$ cat src/rtl/hscf_pkg.sv
package hscf_pkg;

    // set geometry (both must be powers of two, pool a multiple of 32, buckets >= pool rows)
    localparam int BUCKETS    = 1024;
    localparam int POOL_NODES = 1024;

    localparam int KEY_W   = 32;
    localparam int OP_W    = 2;
    localparam int ST_W    = 3;
    localparam int NODE_W  = $clog2(POOL_NODES) + 1;
    localparam int BKT_W   = $clog2(BUCKETS);
    localparam int COL_W   = 5;
    localparam int ROW_BITS = 1 << COL_W;
    localparam int ROWS    = POOL_NODES / ROW_BITS;
    localparam int ROW_W   = $clog2(ROWS);

    localparam logic [NODE_W-1:0] NIL = NODE_W'(POOL_NODES);

    localparam logic [31:0] FNV_BASIS = 32'd2166136261;
    localparam logic [31:0] FNV_PRIME = 32'd16777619;

    typedef enum logic [OP_W-1:0] {
        OP_INSERT = 2'd0,
        OP_FIND   = 2'd1,
        OP_REMOVE = 2'd2,
        OP_NONE   = 2'd3
    } opcode_t;

    typedef enum logic [ST_W-1:0] {
        ST_INSERTED  = 3'd0,
        ST_DUPLICATE = 3'd1,
        ST_FOUND     = 3'd2,
        ST_ABSENT    = 3'd3,
        ST_REMOVED   = 3'd4,
        ST_FULL      = 3'd5
    } status_t;

    typedef enum logic [3:0] {
        S_CLEAR,
        S_IDLE,
        S_HASH,
        S_HEAD,
        S_HEADW,
        S_CHK,
        S_NODEW,
        S_UNLINK,
        S_URD,
        S_UWR,
        S_SRD,
        S_SCHK,
        S_INS,
        S_LINK,
        S_RESULT
    } state_t;

    // controller to datapath
    typedef struct packed {
        logic    clear_step;
        logic    load;
        logic    hash_step;
        logic    cur_from_head;
        logic    walk_adv;
        logic    walk_hit;
        logic    row_zero;
        logic    row_inc;
        logic    used_set;
        logic    used_clr;
        logic    unlink;
        logic    ins_write;
        logic    link_write;
        logic    count_inc;
        logic    count_dec;
        logic    out_load;
        status_t status;
    } cmd_t;

    // datapath to controller
    typedef struct packed {
        logic    clear_done;
        logic    hash_last;
        logic    cur_nil;
        logic    key_match;
        logic    pool_full;
        logic    row_has_free;
        logic    out_busy;
        opcode_t opcode;
    } stat_t;

endpackage

$ cat src/rtl/hscf_ctrl.sv
module hscf_ctrl (
    input  logic           aclk,
    input  logic           aresetn,
    input  logic           s_tvalid,
    output logic           s_tready,
    input  hscf_pkg::stat_t stat,
    output hscf_pkg::cmd_t  cmd
);
    import hscf_pkg::*;

    state_t  state_reg, state_next;
    status_t st_reg, st_next;

    always_ff @(posedge aclk) begin
        if (!aresetn) begin
            state_reg <= S_CLEAR;
            st_reg    <= ST_ABSENT;
        end else begin
            state_reg <= state_next;
            st_reg    <= st_next;
        end
    end

    // next state and commands
    always_comb begin
        state_next = state_reg;
        st_next    = st_reg;
        cmd        = '0;
        cmd.status = st_reg;
        s_tready   = 1'b0;
        case (state_reg)
            S_CLEAR: begin
                cmd.clear_step = 1'b1;
                if (stat.clear_done) begin
                    state_next = S_IDLE;
                end
            end
            S_IDLE: begin
                s_tready = 1'b1;
                if (s_tvalid) begin
                    cmd.load   = 1'b1;
                    state_next = S_HASH;
                end
            end
            S_HASH: begin
                cmd.hash_step = 1'b1;
                if (stat.hash_last) begin
                    if (stat.opcode == OP_NONE) begin
                        st_next    = ST_ABSENT;
                        state_next = S_RESULT;
                    end else begin
                        state_next = S_HEAD;
                    end
                end
            end
            S_HEAD: state_next = S_HEADW;
            S_HEADW: begin
                cmd.cur_from_head = 1'b1;
                state_next        = S_CHK;
            end
            S_CHK: begin
                if (!stat.cur_nil) begin
                    state_next = S_NODEW;
                end else if (stat.opcode != OP_INSERT) begin
                    st_next    = ST_ABSENT;
                    state_next = S_RESULT;
                end else if (stat.pool_full) begin
                    st_next    = ST_FULL;
                    state_next = S_RESULT;
                end else begin
                    cmd.row_zero = 1'b1;
                    state_next   = S_SRD;
                end
            end
            S_NODEW: begin
                if (stat.key_match) begin
                    cmd.walk_hit = 1'b1;
                    case (stat.opcode)
                        OP_INSERT: begin
                            st_next    = ST_DUPLICATE;
                            state_next = S_RESULT;
                        end
                        OP_FIND: begin
                            st_next    = ST_FOUND;
                            state_next = S_RESULT;
                        end
                        default: state_next = S_UNLINK;
                    endcase
                end else begin
                    cmd.walk_adv = 1'b1;
                    state_next   = S_CHK;
                end
            end
            S_UNLINK: begin
                cmd.unlink = 1'b1;
                state_next = S_URD;
            end
            S_URD: state_next = S_UWR;
            S_UWR: begin
                cmd.used_clr  = 1'b1;
                cmd.count_dec = 1'b1;
                st_next       = ST_REMOVED;
                state_next    = S_RESULT;
            end
            S_SRD: state_next = S_SCHK;
            S_SCHK: begin
                if (stat.row_has_free) begin
                    cmd.used_set = 1'b1;
                    state_next   = S_INS;
                end else begin
                    cmd.row_inc = 1'b1;
                    state_next  = S_SRD;
                end
            end
            S_INS: begin
                cmd.ins_write = 1'b1;
                state_next    = S_LINK;
            end
            S_LINK: begin
                cmd.link_write = 1'b1;
                cmd.count_inc  = 1'b1;
                st_next        = ST_INSERTED;
                state_next     = S_RESULT;
            end
            S_RESULT: begin
                if (!stat.out_busy) begin
                    cmd.out_load = 1'b1;
                    state_next   = S_IDLE;
                end
            end
            default: state_next = S_IDLE;
        endcase
    end

endmodule

$ cat config.mk
export PLATFORM = sky130hd
export DESIGN_NAME = hscf_ctrl
export DESIGN_NICKNAME = d
export VERILOG_FILES = /design/src/rtl/hscf_pkg.sv /design/src/rtl/hscf_ctrl.sv
export SDC_FILE = /design/constraint.sdc
export NUM_CORES = 1
export LEC_CHECK = 0
export ABC_AREA = 1
export ABC_CLOCK_PERIOD_IN_PS = 1600
export BUFFER_PORTS_ARGS = -buffer_cell sky130_fd_sc_hd__buf_2
export CELL_PAD_IN_SITES_DETAIL_PLACEMENT = 0
export CELL_PAD_IN_SITES_GLOBAL_PLACEMENT = 1
export CORE_ASPECT_RATIO = 1.5
export CORE_MARGIN = 10
export CORE_UTILIZATION = 30
export CTS_CLUSTER_DIAMETER = 80
export CTS_CLUSTER_SIZE = 40
export DETAILED_ROUTE_END_ITERATION = 16
export PLACE_DENSITY_LB_ADDON = 0.1
export SLEW_MARGIN = 5
export SYNTH_ARGS = -nofsm -noshare
export SYNTH_HDL_FRONTEND = slang
export SYNTH_SLANG_ARGS = --single-unit
$ cat constraint.sdc
create_clock -name aclk -period 1.6 [get_ports aclk]
set_input_delay 0.32 -clock aclk [delete_from_list [all_inputs] [get_ports aclk]]
set_output_delay 0.32 -clock aclk [all_outputs]
set_load 0.02 [all_outputs]
==> out/qor.yml, run 1 <==
post-route-min-period_ns: 1.52
post_synth_and_or_nand_nor_area_fraction: 0.617
crit-reg2reg-launch: "state_reg[2]"
cts-buffers-inserted: 3
maximum_number_of_pins_on_one_net_before_global_route_repair: 8
vias_per_cell: 4.73
path_buf_inv: 4
route.vias.total: 974
place_inst: 199
floorplan.die.width_um: 61.3
yosys_register_bits: 7
clock-skew-final_ns: 0.00147
initial_core_utilization: 0.313
critical_path.slowest_cell: "sky130_fd_sc_hd__dfxtp_4"
timing.final.crit_share: 0.952
port_buffers: 31
arr_time_crit_path_ns: 1.20
first_pass_iters: 4
post_synth_num_cell_types: 17
via_count_of_the_first_global_routing_pass: 910
cap_violations: 0
crit-reg2reg-capture: "state_reg[0]"
dominant_combinational_cell_family_by_area_after_synthesis: "simple AND/OR/NAND/NOR gates"
synthesis.area_um2: 767
critPathCapture: "cmd[7]"
required_arrival_time_at_the_worst_endpoint_ns: 1.28
cts_root_buffer: "sky130_fd_sc_hd__clkbuf_4"
antenna_violating_nets_post_route: 0
placementRows: 22
final_layout_size_suffix_gt1_frac: 0.412
max_slew_margin: 0.884
clock_latency_ns: 0.25
grt_first_pass_wirelength_mm: 3.91
antennaDiodeCount: 0
dp_worst_setup_slack_ns: 0.184
outcome: "complete, no violations"
number_of_flip_flops_in_the_largest_register: 4
critPathCaptureType: "output pin"
critPathTopFamily: "buffers and inverters"
worst_setup_hold_path_clk_slew_ns: 0.05
detail_route.wl_per_cell_um: 12.5
cts_tree: "built"
ios: 32
crit_fanout: 5
place_hpwl_mm: 2.22
cts_buffer_depth: 2
drc: 0
worstSetupPathType: "flop to output pin"
ir_worst_vdd_mv: 0.794
routed_wl_mm: 2.58
synthesis.instances: 142
post_synth_mux_area_share: 0
global_route.usage.total: 0.103
post_synth_fa_ha_maj_area_fraction: 0
grt_setup_unrepaired: "true"
global_placement_routability_congestion: 0.924
grt_antenna_before_repair: 0
p_leak_uw: 0.000649
post_layout_nonfiller_instances: 206
synthesis.nets: 154
report.final.slew_viol_count: 0
synth_compound_area_frac: 0.0587
die_area_um2: 5020
synth_area_per_cell_um2: 5.40
syn_to_final_growth_pct: 39.8
cells_along_the_critical_path: "buf_4 -> nand2_1 -> inv_1 -> nand2_1 -> inv_1 -> buf_2"
nets: 195
crit_start: "state_reg[2]"
reg2reg_slack_ns: 0.20
hold-worst-slack_ns: 0.306
core_um2: 2450
postLayoutSetupSlackWorst_ns: 0.0767
number_of_levels_the_h_tree_was_split_into: 1
finalSetupViolations: 0
final_global_route_overflow_total: 0
clock_sinks: 7
drt_first_iter_violations: 14
achievable-frequency_mhz: 656
hp-class: "input pin to flop"
ys_seq_area_frac: 0.183
cp.depth: 6
power_density_cells_nw_per_um2: 1290
cp_max_stage_delay_ns: 0.38
floorplan.die.height_um: 81.9
post_route_total_power_uw: 1380
reg2reg_depth: 9
final_hold_viol_count: 0
synth_xor_area_frac: 0
synth-warning-count: 0
timing_worst_slew_pin_value_ns: 0.173
type_of_element_launching_the_critical_path: "flop"
worst min-delay path by stage:
stage | startpoint | endpoint | slack [ns] | cells after the start
floorplan | aresetn | st_reg[0] | 0.40 | 1
global placement | st_reg[0] | st_reg[0] | 0.45 | 2
detailed placement | st_reg[1] | st_reg[1] | 0.46 | 2
CTS | aresetn | st_reg[0] | 0.30 | 2
global route | aresetn | st_reg[0] | 0.30 | 2
finish | aresetn | st_reg[0] | 0.31 | 2
Yosys cell counts:
cell type,count,share of area
sky130_fd_sc_hd__nand2_2,7,0.057
sky130_fd_sc_hd__nor2_4,2,0.029
sky130_fd_sc_hd__inv_2,7,0.034
sky130_fd_sc_hd__nand4_1,2,0.016
sky130_fd_sc_hd__buf_4,2,0.020
sky130_fd_sc_hd__nand3_1,15,0.098
sky130_fd_sc_hd__nor2_1,21,0.10
sky130_fd_sc_hd__nor2_2,6,0.049
sky130_fd_sc_hd__inv_1,18,0.088
sky130_fd_sc_hd__o21ai_0,1,0.0065
sky130_fd_sc_hd__a21oi_1,3,0.020
sky130_fd_sc_hd__o21ai_1,2,0.013
sky130_fd_sc_hd__o211ai_1,2,0.020
sky130_fd_sc_hd__dfxtp_1,7,0.18
sky130_fd_sc_hd__nor3_1,3,0.020
sky130_fd_sc_hd__nand2_4,3,0.044
sky130_fd_sc_hd__nand2_1,41,0.20
report_power, final:
group	switching [µW]	internal, µW	leakage (µW)
Combinational	601	330	0.000575
Sequential	54.0	235	0.0000586
Clock	67.2	95.3	0.0000150
Total	722	660	0.000649
metal layers:
| metal | track usage | routed length (µm) |
|---|---|---|
| met5 | 0 | 0 |
| met4 | 0.0550 | 42 |
| met3 | 0.0201 | 112 |
| met2 | 0.191 | 1430 |
| met1 | 0.102 | 1000 |
worst reg2reg max path, cell delays in order (launching register included):
cell and delay (ns):
sky130_fd_sc_hd__dfxtp_4 0.37, sky130_fd_sc_hd__buf_4 0.14, sky130_fd_sc_hd__nand2_1 0.12, sky130_fd_sc_hd__inv_1 0.07, sky130_fd_sc_hd__nand3_1 0.16, sky130_fd_sc_hd__nand2_2 0.09, sky130_fd_sc_hd__nor2_4 0.16, sky130_fd_sc_hd__inv_2 0.05
sky130_fd_sc_hd__nor2_1 0.09, sky130_fd_sc_hd__nor2_1 0.04
timing repair:
action / in CTS / in global routing
hold buffers: 0 / 0
setup buffers: 1 / 2
endpoints found under the setup margin: 7 / 11
gates resized for setup: 5 / 14
pin swaps: 0 / 1
placed cells by master (no fill, tap or decap):
cell,netlist,routed
sky130_fd_sc_hd__nand3_1,15,15
sky130_fd_sc_hd__clkbuf_1,0,1
sky130_fd_sc_hd__nand4_1,2,2
sky130_fd_sc_hd__nor2_2,6,8
sky130_fd_sc_hd__nand2_1,41,41
sky130_fd_sc_hd__nand2_4,3,4
sky130_fd_sc_hd__buf_2,0,25
sky130_fd_sc_hd__nand2_2,7,6
sky130_fd_sc_hd__nor3_1,3,1
sky130_fd_sc_hd__a21oi_1,3,3
sky130_fd_sc_hd__clkbuf_4,0,3
sky130_fd_sc_hd__inv_2,7,7
sky130_fd_sc_hd__dfxtp_4,0,1
sky130_fd_sc_hd__dfxtp_2,0,2
sky130_fd_sc_hd__o21ai_1,2,2
sky130_fd_sc_hd__dfxtp_1,7,4
sky130_fd_sc_hd__o211ai_1,2,2
sky130_fd_sc_hd__inv_1,18,18
sky130_fd_sc_hd__o21ai_0,1,1
sky130_fd_sc_hd__buf_4,2,13
sky130_fd_sc_hd__nor2_1,21,17
sky130_fd_sc_hd__nor2_4,2,4
sky130_fd_sc_hd__nor3_2,0,2
stage by stage:
| stage | TNS, ns | instance area (µm²) | util |
|---|---|---|---|
| finish | 0 | 1070 | 0.438 |
| global route | -0.0298 | 1070 | 0.438 |
| CTS | 0 | 1010 | 0.413 |
| detailed placement | 0 | 967 | 0.395 |
| global placement | 0 | 967 | 0.395 |
| floorplan | 0 | 767 | - |
cell families after synthesis:
| family | after synthesis |
|---|---|
| DFF | 7 |
| buffers and inverters | 27 |
| and+or+nand+nor | 100 |
| AOI/OAI and AO/OA | 8 |
layout make-up:
cell class | instances | area, µm²
Clock buffer | 4 | 26.3
Fill cell | 277 | 1380
Inverter | 25 | 93.8
Multi-Input combinational cell | 108 | 553
Sequential cell | 7 | 146
Tap cell | 24 | 30.0
Timing Repair Buffer | 38 | 223
Power figures use the tool's default switching activity.
==> run 2, diff against run 1 <==
--- a/config.mk
+++ b/config.mk
@@ -8,11 +8,8 @@
 export ABC_AREA = 1
 export ABC_CLOCK_PERIOD_IN_PS = 1600
 export BUFFER_PORTS_ARGS = -buffer_cell sky130_fd_sc_hd__buf_2
-export CELL_PAD_IN_SITES_DETAIL_PLACEMENT = 0
-export CELL_PAD_IN_SITES_GLOBAL_PLACEMENT = 1
-export CORE_ASPECT_RATIO = 1.5
 export CORE_MARGIN = 10
-export CORE_UTILIZATION = 30
+export CORE_UTILIZATION = 47
 export CTS_CLUSTER_DIAMETER = 80
 export CTS_CLUSTER_SIZE = 40
 export DETAILED_ROUTE_END_ITERATION = 16
==> run 2 against run 1 <==
  * Worst hold slack better by 0.0030 ns
  * Utilization rose by 23 points
  * Clock skew is 0.0019 ns higher
  * First-iteration DRC count is 64% higher
  * Sequential power up 13%
  * Sequential share of layout area rose by 1.6 points
  * Final cell count shrank 6.3%
  * Final area is 5.0% lower
  * Clock power is 4% lower
  * Flip-flop and latch count is the same
  * Worst setup slack got worse by 0.021 ns
  * Die area down 27%
==> out/qor.yml, run 2 (synthesis gave the netlist of run 1 again) <==
core_um2: 1520  # -38%
cap_violations: 0  # unchanged
vias_per_cell: 4.88  # +3.1%
timing.final.crit_share: 0.965  # +0.0133
port_buffers: 31  # unchanged
first_pass_iters: 4  # unchanged
clock_sinks: 7  # unchanged
cts-buffers-inserted: 3  # unchanged
hp-class: "input pin to flop"
via_count_of_the_first_global_routing_pass: 867  # -4.7%
drt_first_iter_violations: 23  # +9
route.vias.total: 941  # -3.4%
type_of_element_launching_the_critical_path: "flop"
fin_area_um2: 1020  # -5.0%
antenna_violating_nets_post_route: 0  # unchanged
floorplan.die.width_um: 60.4  # -1.5%
ir_worst_vdd_mv: 0.919  # +16%
placementRows: 14  # -36%
most_common_cell_after_layout_fill_and_taps_aside: "sky130_fd_sc_hd__nand2_1"
antennaDiodeCount: 0  # unchanged
initial_core_utilization: 0.503  # +0.190
achievable-frequency_mhz: 647  # -1.4%
postLayoutCoreUtil: 0.668  # +0.231
cts_tree: "built"
place_hpwl_mm: 1.92  # -14%
post-route-min-period_ns: 1.54  # +0.0213 ns
clock-skew-final_ns: 0.00335  # +0.00188 ns
p_leak_uw: 0.000622  # -4.2%
final_global_route_overflow_total: 0  # unchanged
number_of_levels_the_h_tree_was_split_into: 1  # unchanged
critPathCaptureType: "output pin"
routed_wl_mm: 2.26  # -12%
commonest_cells_after_routing_fill_and_taps_aside: "sky130_fd_sc_hd__nand2_1 (40), sky130_fd_sc_hd__buf_2 (29), sky130_fd_sc_hd__nor2_1 (18), sky130_fd_sc_hd__inv_1 (18), sky130_fd_sc_hd__nand3_1 (15)"
ios: 32  # unchanged
worst_setup_hold_path_clk_slew_ns: 0.05  # about the same
final_hold_viol_count: 0  # unchanged
number_of_flip_flops_in_the_largest_register: 4  # unchanged
clock_latency_ns: 0.25  # about the same
required_arrival_time_at_the_worst_endpoint_ns: 1.28  # about the same
nets: 190  # -2.6%
global_route.usage.total: 0.124  # +0.0206
power_density_cells_nw_per_um2: 1290  # about the same
postPlaceCellArea_um2: 935  # -3.4%
drc: 0  # unchanged
grt_first_pass_wirelength_mm: 3.62  # -7.4%
die_area_um2: 3650  # -27%
outcome: "complete, no violations"
arr_time_crit_path_ns: 1.22  # +0.02 ns
finalSetupViolations: 0  # unchanged
cts_buffer_depth: 2  # unchanged
timing_worst_slew_pin_value_ns: 0.164  # -0.00855 ns
detail_route.wl_per_cell_um: 11.7  # -6.6%
max_slew_margin: 0.890  # +0.00620
floorplan.die.height_um: 60.4  # -26%
global_placement_routability_congestion: 0.876  # -5.2%
maximum_number_of_pins_on_one_net_before_global_route_repair: 8  # unchanged
report.final.slew_viol_count: 0  # unchanged
finalSetupTns_ns: 0  # unchanged
grt_antenna_before_repair: 0  # unchanged
final_layout_size_suffix_gt1_frac: 0.395  # -0.0166
crit_fanout: 6  # +1
worstSetupPathType: "flop to output pin"
syn_to_final_growth_pct: 32.8
cts_root_buffer: "sky130_fd_sc_hd__clkbuf_4"
[run 2: metrics by stage]
step / setup WS (ns) / hold WS [ns] / std cells / power [µW]
floorplan: 0.151 / 0.405 / 142 / 906
global placement: 0.166 / 0.456 / 188 / 1100
detailed placement: 0.157 / 0.461 / 188 / 1110
CTS: 0.00338 / 0.308 / 192 / 1290
global route: -0.00398 / 0.324 / 193 / 1430
finish: 0.0553 / 0.309 / 193 / 1310
[run 2: repair_timing]
item,4_1_cts,5_1_grt
buffers inserted,0,1
pin swaps,0,1
endpoints found under the setup margin,8,7
hold buffers,0,0
gates resized for setup,9,10
[run 2: power breakdown]
part	leakage, µW	switching (µW)	total, µW	internal, µW
sequential	0.0000600	83.5	327	243
combinational	0.000547	550	829	279
clock	0.0000150	61.5	156	94.9
total	0.000622	695	1310	617
[run 2: area by class of cell]
class | count | area (µm²)
tap | 16 | 20.0
fill | 160 | 505
multi-input combinational | 108 | 543
timing repair buffer | 33 | 175
clock buffer | 4 | 26.3
inverter | 25 | 98.8
sequential | 7 | 155
[run 2: worst max-delay path, cell delays in order, from the launching register on]
cell                      delay (ns)
sky130_fd_sc_hd__dfxtp_4        0.37
sky130_fd_sc_hd__inv_4          0.08
sky130_fd_sc_hd__nand2_2        0.07
sky130_fd_sc_hd__buf_4          0.16
sky130_fd_sc_hd__nor3_2         0.14
sky130_fd_sc_hd__buf_4          0.16
[run 2: routing by layer]
metal	GRT usage	part of all wire
met1	0.157	0.46
met2	0.190	0.44
met3	0.0334	0.090
met4	0.0545	0.0044
met5	0	0
[run 2: path summary, 6_finish.rpt]
| path | cells after the start | startpoint | to | slack, ns |
|---|---|---|---|---|
| setup / recovery | 5 | state_reg[3] | cmd[14] | 0.06 |
| hold / removal | 2 | aresetn | st_reg[0] | 0.31 |
| setup reg to reg | 10 | state_reg[0] | st_reg[1] | 0.22 |
| hold reg to reg | 2 | st_reg[2] | st_reg[2] | 0.47 |
==> run 3, diff against run 2 <==
--- a/config.mk
+++ b/config.mk
@@ -14,6 +14,7 @@
 export CTS_CLUSTER_SIZE = 40
 export DETAILED_ROUTE_END_ITERATION = 16
 export PLACE_DENSITY_LB_ADDON = 0.1
+export RECOVER_POWER = 100
 export SLEW_MARGIN = 5
 export SYNTH_ARGS = -nofsm -noshare
 export SYNTH_HDL_FRONTEND = slang
==> run 3 against run 2 <==
  * Flip-flop and latch count is the same
  * Clock skew fell by 0.00083 ns
  * Clock power about the same
  * Sequential power about the same
  * Die area is the same
  * Final area shrank 1.4%
  * Critical path depth unchanged
  * Non-clock buffer count stayed put
  * Largest cell class unchanged
==> out/qor.yml, run 3 (synthesis gave the netlist of run 1 again) <==
drc: 0  # unchanged
required_arrival_time_at_the_worst_endpoint_ns: 1.28  # about the same
place_inst: 188  # unchanged
antenna_violating_nets_post_route: 0  # unchanged
cap_violations: 0  # unchanged
global_route.usage.total: 0.124  # unchanged
arr_time_crit_path_ns: 1.22  # about the same
timing.final.crit_share: 0.965  # about the same
antennaDiodeCount: 0  # unchanged
fin_area_um2: 1000  # -1.4%
cts_hold_buffers: 0  # unchanged
route.vias.total: 941  # unchanged
dp_worst_setup_slack_ns: 0.157  # unchanged
final_layout_size_suffix_gt1_frac: 0.356  # -0.0395
grt_antenna_before_repair: 0  # unchanged
clock-skew-final_ns: 0.00252  # -0.000835 ns
port_buffers: 31  # unchanged
final_hold_viol_count: 0  # unchanged
critPathCaptureType: "output pin"
vias_per_cell: 4.88  # unchanged
core_um2: 1520  # unchanged
ios: 32  # unchanged
reg2reg_depth: 11  # +1
floorplan.die.width_um: 60.4  # unchanged
timing_worst_slew_pin_value_ns: 0.261  # +0.0974 ns
post_route_total_power_uw: 1290  # -1.5%
post_layout_nonfiller_instances: 193  # unchanged
global_placement_routability_congestion: 0.876  # unchanged
cts_root_buffer: "sky130_fd_sc_hd__clkbuf_4"
postPlaceCellArea_um2: 935  # unchanged
number_of_levels_the_h_tree_was_split_into: 1  # unchanged
syn_to_final_growth_pct: 31.0
die_area_um2: 3650  # unchanged
wl_met2_mm: 1.00  # +0.50%
met3WireLength_um: 207  # +1.5%
initial_core_utilization: 0.503  # unchanged
place_hpwl_mm: 1.92  # unchanged
power_density_cells_nw_per_um2: 1290  # -0.11%
finalSetupViolations: 0  # unchanged
highest_layer: "met4"
type_of_element_launching_the_critical_path: "flop"
hold-worst-slack_ns: 0.310  # +0.000926 ns
max_slew_margin: 0.826  # -0.0638
achievable-frequency_mhz: 648  # about the same
floorplan.die.height_um: 60.4  # unchanged
report.final.slew_viol_count: 0  # unchanged
min_path_cells: 2  # unchanged
worstSetupPathType: "flop to output pin"
drt_first_iter_violations: 25  # +8.7%
most_common_cell_after_layout_fill_and_taps_aside: "sky130_fd_sc_hd__nand2_1"
ir_worst_vdd_mv: 0.919  # about the same
grt_first_pass_wirelength_mm: 3.62  # unchanged
first_pass_iters: 4  # unchanged
met1_length_mm: 1.04  # -0.67%
clock_sinks: 7  # unchanged
final_global_route_overflow_total: 0  # unchanged
routed_wl_mm: 2.26  # about the same
via_count_of_the_first_global_routing_pass: 867  # unchanged
post-route-min-period_ns: 1.54  # -0.000422 ns
worst_setup_hold_path_clk_slew_ns: 0.05  # about the same
layout.filler_cells: 165  # +3.1%
clock_latency_ns: 0.25  # about the same
nets: 190  # unchanged
hp-class: "input pin to flop"
outcome: "complete, no violations"
p_leak_uw: 0.000608  # -2.1%
cts_buffer_depth: 2  # unchanged
cts-buffers-inserted: 3  # unchanged
postLayoutSetupSlackWorst_ns: 0.0558  # +0.000422 ns
placementRows: 14  # unchanged
cts_tree: "built"
number_of_flip_flops_in_the_largest_register: 4  # unchanged
commonest_cells_after_routing_fill_and_taps_aside: "sky130_fd_sc_hd__nand2_1 (42), sky130_fd_sc_hd__nor2_1 (19), sky130_fd_sc_hd__inv_1 (18), sky130_fd_sc_hd__buf_2 (17), sky130_fd_sc_hd__nand3_1 (15)"
crit_fanout: 6  # unchanged
maximum_number_of_pins_on_one_net_before_global_route_repair: 8  # unchanged
detail_route.wl_per_cell_um: 11.7  # about the same
-- run 3: changes by cell type in the layout (fill, tap and decap cells not counted), sizes merged --
cell / change
buf: -13
clkinv: +1
clkbuf: +13
inv: -1
-- run 3: what timing repair did --
item                       in CTS  in global routing
buffers inserted                0                  1
setup endpoints to repair       8                  7
pin swaps                       0                  1
gates resized for setup         9                 10
-- run 3: path summary, 6_finish.rpt --
kind              slack (ns)         to         start
hold / removal          0.31  st_reg[0]       aresetn
hold reg to reg         0.47  st_reg[0]     st_reg[0]
setup reg to reg        0.20  st_reg[1]  state_reg[3]
setup / recovery        0.06    cmd[14]  state_reg[3]
-- run 3: area by class of cell --
class / instances / area (µm²) / share of cell area
Clock buffer: 4 / 26.3 / 0.0262
Timing Repair Buffer: 33 / 169 / 0.168
Inverter: 25 / 98.8 / 0.0984
Tap cell: 16 / 20.0 / 0.0199
Sequential cell: 7 / 155 / 0.154
Multi-Input combinational cell: 108 / 536 / 0.533
-- run 3: metal layers --
metal / up-vias / track usage
met3: 2 / 0.0334
met2: 31 / 0.190
li1: 510 / -
met4: 0 / 0.0545
met5: - / 0
met1: 398 / 0.157
-- run 3: where the power goes --
group / internal [µW] / switching (µW) / total (µW)
logic: 266 / 546 / 812
registers: 243 / 81.9 / 325
clock network: 94.9 / 61.0 / 156
-- run 3: through the flow --
stage	TNS, ns	utilization
floorplan	0	-
global placement	0	0.613
detailed placement	0	0.613
CTS	0	0.644
global route	-0.000824	0.659
finish	0	0.659
-- run 3: critical path, cell delays in order (launching register included) --
cell	delay (ns)
sky130_fd_sc_hd__dfxtp_4	0.37
sky130_fd_sc_hd__inv_4	0.08
sky130_fd_sc_hd__nand2_2	0.07
sky130_fd_sc_hd__buf_4	0.16
sky130_fd_sc_hd__nor3_2	0.14
sky130_fd_sc_hd__buf_4	0.16
